--- src/hdl/triangle_barycentric_weights_macros.svh ---
// Assertion macros for the triangle barycentric weights block.
// Depends on clk and arst_n being visible where the macros are used.
`ifndef TRIANGLE_BARYCENTRIC_WEIGHTS_MACROS_SVH
`define TRIANGLE_BARYCENTRIC_WEIGHTS_MACROS_SVH
`ifndef NO_ASSERTIONS
`define TBW_ASSERT_IMP(label, cond, expr) \
	label: assert property (@(posedge clk) disable iff (!arst_n) (cond) |-> (expr)) \
		else $error("assertion failed");
`define TBW_ASSERT_NXT(label, cond, expr) \
	label: assert property (@(posedge clk) disable iff (!arst_n) (cond) |=> (expr)) \
		else $error("assertion failed");
`else
`define TBW_ASSERT_IMP(label, cond, expr)
`define TBW_ASSERT_NXT(label, cond, expr)
`endif
`endif

--- src/hdl/tbw_pkg.sv ---
// Package of the triangle barycentric weights block: widths, beat types, helpers.
// Used by the interfaces, the divider cell and the top level.
package tbw_pkg;
	localparam int COORD_WIDTH = 16;
	localparam int FRAC_BITS = 16;
	localparam int CW = COORD_WIDTH;
	localparam int DF_W = CW + 1;
	localparam int DP_W = 2 * CW + 4;
	localparam int PR_W = 2 * DP_W;
	localparam int NUM_W = PR_W + 1;
	localparam int DW = NUM_W + 1;
	localparam int WT_W = 24;
	localparam int WA_W = WT_W + 3;
	localparam int SPL_L = DP_W / 2;
	localparam int SPL_H = DP_W - SPL_L;
	localparam int RW = (DW + WT_W > NUM_W + FRAC_BITS + 2) ? DW + WT_W
		: NUM_W + FRAC_BITS + 2;

	localparam logic signed [WT_W-1:0] W_MAX = {1'b0, {(WT_W-1){1'b1}}};
	localparam logic signed [WT_W-1:0] W_MIN = {1'b1, {(WT_W-1){1'b0}}};
	localparam logic [WT_W-1:0] Q_LIM = {1'b1, {(WT_W-1){1'b0}}};
	localparam logic signed [WA_W-1:0] W_ONE = WA_W'(1) << FRAC_BITS;

	typedef struct packed {
		logic signed [CW-1:0] point_x;
		logic signed [CW-1:0] point_y;
		logic signed [CW-1:0] point_z;
		logic signed [CW-1:0] vert_a_x;
		logic signed [CW-1:0] vert_a_y;
		logic signed [CW-1:0] vert_a_z;
		logic signed [CW-1:0] vert_b_x;
		logic signed [CW-1:0] vert_b_y;
		logic signed [CW-1:0] vert_b_z;
		logic signed [CW-1:0] vert_c_x;
		logic signed [CW-1:0] vert_c_y;
		logic signed [CW-1:0] vert_c_z;
	} tbw_in_t;

	typedef struct packed {
		logic signed [WT_W-1:0] weight_a;
		logic signed [WT_W-1:0] weight_b;
		logic signed [WT_W-1:0] weight_c;
		logic degenerate;
		logic saturated;
	} tbw_out_t;

	// State of one division lane as it moves down the cell row.
	typedef struct packed {
		logic [RW-1:0] rem;
		logic [RW-1:0] dsh;
		logic [WT_W-1:0] quo;
		logic neg;
		logic ovf;
	} tbw_lane_t;

	// Four partial products of a split signed multiply.
	typedef struct packed {
		logic signed [PR_W-1:0] ll;
		logic signed [PR_W-1:0] lh;
		logic signed [PR_W-1:0] hl;
		logic signed [PR_W-1:0] hh;
	} tbw_pp_t;

	function automatic tbw_pp_t split_mul(input logic signed [DP_W-1:0] a,
		input logic signed [DP_W-1:0] b);
		tbw_pp_t r;
		logic signed [SPL_L:0] al;
		logic signed [SPL_L:0] bl;
		logic signed [SPL_H-1:0] ah;
		logic signed [SPL_H-1:0] bh;
		logic signed [DP_W+1:0] t;
		al = $signed({1'b0, a[SPL_L-1:0]});
		bl = $signed({1'b0, b[SPL_L-1:0]});
		ah = a[DP_W-1:SPL_L];
		bh = b[DP_W-1:SPL_L];
		t = al * bl;
		r.ll = PR_W'(t);
		t = al * bh;
		r.lh = PR_W'(t);
		t = ah * bl;
		r.hl = PR_W'(t);
		t = ah * bh;
		r.hh = PR_W'(t);
		return r;
	endfunction

	function automatic logic signed [PR_W-1:0] join_pp(input tbw_pp_t p);
		return p.ll + ((p.lh + p.hl) <<< SPL_L) + (p.hh <<< (2 * SPL_L));
	endfunction
endpackage

--- src/hdl/tbw_div_cell.sv ---
// One cell of the restoring divider row: settles one quotient bit per cycle while en is high.
// Depends on tbw_pkg for the lane type.
module tbw_div_cell import tbw_pkg::*; (
	input logic clk,
	input logic en,
	input tbw_lane_t d,
	output tbw_lane_t q
);
	tbw_lane_t nxt;
	tbw_lane_t lane_q;
	logic take;

	always_comb begin
		take = d.rem >= d.dsh;
		nxt = d;
		nxt.rem = take ? d.rem - d.dsh : d.rem;
		nxt.quo = {d.quo[WT_W-2:0], take};
		nxt.dsh = d.dsh >> 1;
	end

	always_ff @(posedge clk) begin
		if (en) begin
			lane_q <= nxt;
		end
	end

	assign q = lane_q;
endmodule

--- config.mk ---
export PLATFORM = sky130hd
export DESIGN_NAME = tbw_div_cell
export DESIGN_NICKNAME = d
export VERILOG_FILES = /design/src/hdl/triangle_barycentric_weights_macros.svh /design/src/hdl/tbw_pkg.sv /design/src/hdl/tbw_div_cell.sv
export SDC_FILE = /design/constraint.sdc
export NUM_CORES = 1
export LEC_CHECK = 0
export BUFFER_PORTS_ARGS = -buffer_cell sky130_fd_sc_hd__buf_4
export CAP_MARGIN = 10
export CORE_AREA = 2 2 175 177
export CTS_CLUSTER_SIZE = 8
export DETAILED_ROUTE_END_ITERATION = 10
export DIE_AREA = 0 0 177 179
export GPL_TIMING_DRIVEN = 0
export PLACE_DENSITY = 0.77
export SETUP_SLACK_MARGIN = 0.1
export SYNTH_ARGS = -nofsm -noshare
export SYNTH_HDL_FRONTEND = slang
export SYNTH_SLANG_ARGS = --single-unit
--- constraint.sdc ---
create_clock -name clk -period 4.1 [get_ports clk]
set_input_delay 0.41 -clock clk [delete_from_list [all_inputs] [get_ports clk]]
set_output_delay 0.41 -clock clk [all_outputs]
set_load 0.02 [all_outputs]
=== Word-level counts from Yosys, hierarchy flattened ===
Cells that the tools add are included.
W data, S select, Z words.

* Bitwise operators: 0
* Equality and inequality tests: 0
* Order comparisons: 1
* Muxes and demuxes: 1
* Shifts and indexed selects: 0
* Reductions and logical operators: 0
* Add/sub/neg operators: 1
* Div/mod/pow operators: 0
* Multiply operators: 0

{| class="wikitable"
|+ Operator list
! operator !! count
|-
| $ge A98 B98 Y1 || 1
|-
| $mux W98 || 1
|-
| $sub A98 B98 Y98 || 1
|}

* Memories kept: 0
* Bits in registers: 221
* Bits in writable memories: 0
* Bits in latches: 0
* Input bits: 224
* Logic and storage cells: 8
* Bits in read-only memories: 0

=== Longest topological paths before layout ===
* Depth after elaboration: 2
* Depth in mapped cells: 18
* Gate-level depth less buffers: 15

=== Worst setup path before layout ===
OpenSTA, ideal clock, no wires.

* Path kind: in2reg
* From: in d[124] (netlist name)
* To: reg lane_q, in the netlist q[216], data pin
* Required time: 3.844 ns
* Stages: 14
* Data arrival time: 3.228 ns
* Library setup time: 0.256 ns
* Path slack: 0.616 ns
* Cells stage by stage: inv_1 > ha_1 > inv_1 > fa_1 > a21oi_1 > o211ai_1 > a31oi_1 > o211ai_1 > nand3_1 > nand2_1 > a2111oi_2 > nor4_1 > or3b_1 > a41o_1

{| class="wikitable"
|+ RTL lines
! what !! RTL line !! RTL
|-
| start: declaration || tbw_div_cell.sv:6 || <nowiki>input tbw_lane_t d,</nowiki>
|-
| end signal: assignment || tbw_div_cell.sv:23 || <nowiki>lane_q <= nxt;</nowiki>
|-
| end: declaration || tbw_div_cell.sv:10 || <nowiki>tbw_lane_t lane_q;</nowiki>
|}

==> run metrics <==
Post-route DRC=0; core area=30030 sq um; CP bufs+invs=6; Hold Path Cell Cnt=1; FF+latch area=6636 sq um; row count=64; # nets final=2355; Syn Nets=1875; I/O Pins=446; Slew Limit Fails=0; Worst path depth=18; part of the power in registers=38.3%; PwrDens=388.6 nW/um^2; Vias=13710; final instance area=19330 sq um; share of layout cells above drive strength 1=27.50%; Cells after DPL=2393; switching part of the total=32.35%; Top delay family on crit path=compound AO/OA/AOI/OAI gates; Routability Congestion=0.9469; slowest cell delay on critical path=0.48 ns; placed cell area=18500 sq um; FMAX=263.6 MHz; largest net degree at the start of global routing=121; Gate Count Post-Synth=1552; Worst Path Arrival=4.14 ns; flip-flop and latch count after synthesis=221; clk root buf=clkbuf_16; Worst-path clk slew=0.05 ns; Synth async-reset ratio=0%; wire length per cell=20.02 um; CP required=4.44 ns; H-tree Lvls=1; GRT Total Usage=29.52%; most common cell after layout, fill and taps aside=buf_4; Starting Density=48.75%; RSZ-0062 raised after global routing=false; Layout area overhead=32.03%; status=finished clean; max-cap viol count=0; TritonCTS clock tree=built; grt ovf=0; worst-path maximum fanout=10; Setup crit start kind=primary input; minimum clock period=3.793 ns; sequential fraction of the synthesis area=45.33%; Worst path slowest cell=clkbuf_2; final core utilization=64.37%; Pint=5.082 mW; most frequent cells in the layout=buf_4, edfxtp_1, a21oi_1; synth unique cells=74; Worst VDD drop=292.3 uV; Hold Path Class=in -> reg; max_slew headroom=42.29%; initial antenna violation count=3; critical path class=in -> reg; total CTS buffers=31; Hold WS=0.04147 ns; Largest register FFs=221; Clk network pwr share=29.1%; iteration-0 DRC count of the detailed router=1101; area of the multi-input gates=7134 sq um; Comb pwr share=32.6%; mapped cell area=14640 sq um; Final Non-Filler Cells=2432; dpl hpwl=38850 um; Final Hold Fails=0; Routed WL=48700 um; Via density=5.637; Worst-Margin Slew=0.8583 ns; Post-synth EDFFs=221; period utilization=92.52%; Net Sw Power=2.430 mW; Post-Syn Area per Cell=9.433 sq um; Final TNS setup=0 ns; Critical Path End Type=flip-flop; LEAKAGE=8.427 nW; First-pass DRT Iterations=7; CP cell instances=buf_4, inv_1, ha_1, inv_1, fa_1, a21oi_1, o211ai_1, a31o_2, a2bb2oi_1, a31oi_1, o211ai_1, buf_4, a31oi_1, o21ai_2, buf_6, clkbuf_2, nand2_1, o31ai_1; die width=177 um; first-pass GRT wire length=72390 um; die footprint=31680 sq um; port bufs=443; Die H=179 um; antenna viol nets, final=0; CTS sink count=221; CTS Buffer Depth=3; FILL cells=2490; final setup violation count=0; ys flop type=edfxtp_1; warnings from Yosys=0; vias in the first global route=13470
## final timing paths
check,startpoint,end
max,d[124],q[190]
min,d[8],q[9]
## logic make-up (layout without fill, tap and decap cells)
family | Yosys count | count (layout) | synth area share (%)
compound gates | 493 | 493 | 20.87
xor+xnor | 79 | 79 | 4.726
fa+ha+maj | 99 | 99 | 8.512
buf+inv | 208 | 689 | 6.034
flops | 221 | 221 | 45.33
mux | 8 | 8 | 0.5726
other cells | 1 | 4 | 0.02561
simple gates | 443 | 443 | 13.93
## metal layers
metal	share of wire, %	global-route usage, %	vias to the layer above
met1	39	35.88	6430
met5	0	0	-
met3	7.7	5.322	98
met2	50	52.53	575
li1	-	-	6607
met4	3.2	10.26	0
## repair_timing
action                                  CTS  global route
endpoints found under the setup margin   52             1
hold buffers                              0             0
gates cloned                              0             0
buffers inserted                          2             0
pin swaps                                 1             0
resized for setup                         4             1
## power by group through the flow
stage,sequential [mW],clock [mW],combinational (mW)
6_report,2.88,2.19,2.45
5_1_grt,2.90,2.30,2.64
4_1_cts,2.88,2.22,2.43
3_5_place_dp,2.92,0,2.42
3_3_place_gp,2.92,0,2.39
2_1_floorplan,3.24,0,1.10
## stage by stage
step,worst slack (ns),total power [mW]
5_1_grt,0.1114,7.845
3_3_place_gp,-0.9527,5.305
2_1_floorplan,0.6162,4.339
6_report,0.3066,7.512
4_1_cts,0.2154,7.533
3_5_place_dp,-0.9145,5.337
## cell usage after synthesis (3+ instances only)
library cell | number | area, sq um
o221ai_1 | 3 | 26.28
and2_1 | 4 | 25.02
nand3_1 | 22 | 110.1
edfxtp_1 | 221 | 6636
a21boi_0 | 5 | 37.54
and3_1 | 7 | 43.79
buf_2 | 22 | 110.1
mux2_2 | 3 | 33.78
o2111ai_1 | 4 | 35.03
buf_6 | 4 | 45.04
o22ai_1 | 3 | 18.77
o21a_1 | 22 | 165.2
a211oi_1 | 11 | 82.58
o41ai_1 | 3 | 26.28
and4_1 | 4 | 35.03
xor2_1 | 26 | 227.7
or3_1 | 10 | 62.56
a21o_1 | 30 | 225.2
a21oi_2 | 20 | 175.2
nand4_1 | 39 | 244.0
buf_4 | 8 | 60.06
inv_1 | 140 | 525.5
clkbuf_1 | 31 | 116.4
o211ai_1 | 10 | 75.07
and2_0 | 3 | 18.77
nor2_1 | 155 | 581.8
nand2_1 | 131 | 491.7
o21bai_1 | 34 | 255.2
nor2b_1 | 6 | 37.54
nand2b_1 | 10 | 62.56
mux2i_1 | 5 | 50.05
nor4_1 | 7 | 43.79
nor3_1 | 28 | 140.1
o31ai_1 | 17 | 127.6
a31oi_1 | 14 | 87.58
o21ai_0 | 93 | 465.5
xnor2_1 | 53 | 464.2
or2_2 | 3 | 18.77
a31o_2 | 4 | 35.03
ha_1 | 98 | 1226
a21oi_1 | 196 | 980.9
## layout make-up
type                       count  area share, %
multi-input combinational   1123          36.91
sequential                   221          34.33
inverter                     141          2.751
antenna                        3        0.03884
timing repair buffer         447          17.49
tap                          396          2.563
clock buffer                  34          4.071
buffer                        67          1.845
No activity file was read; power rests on OpenSTA's default activity.
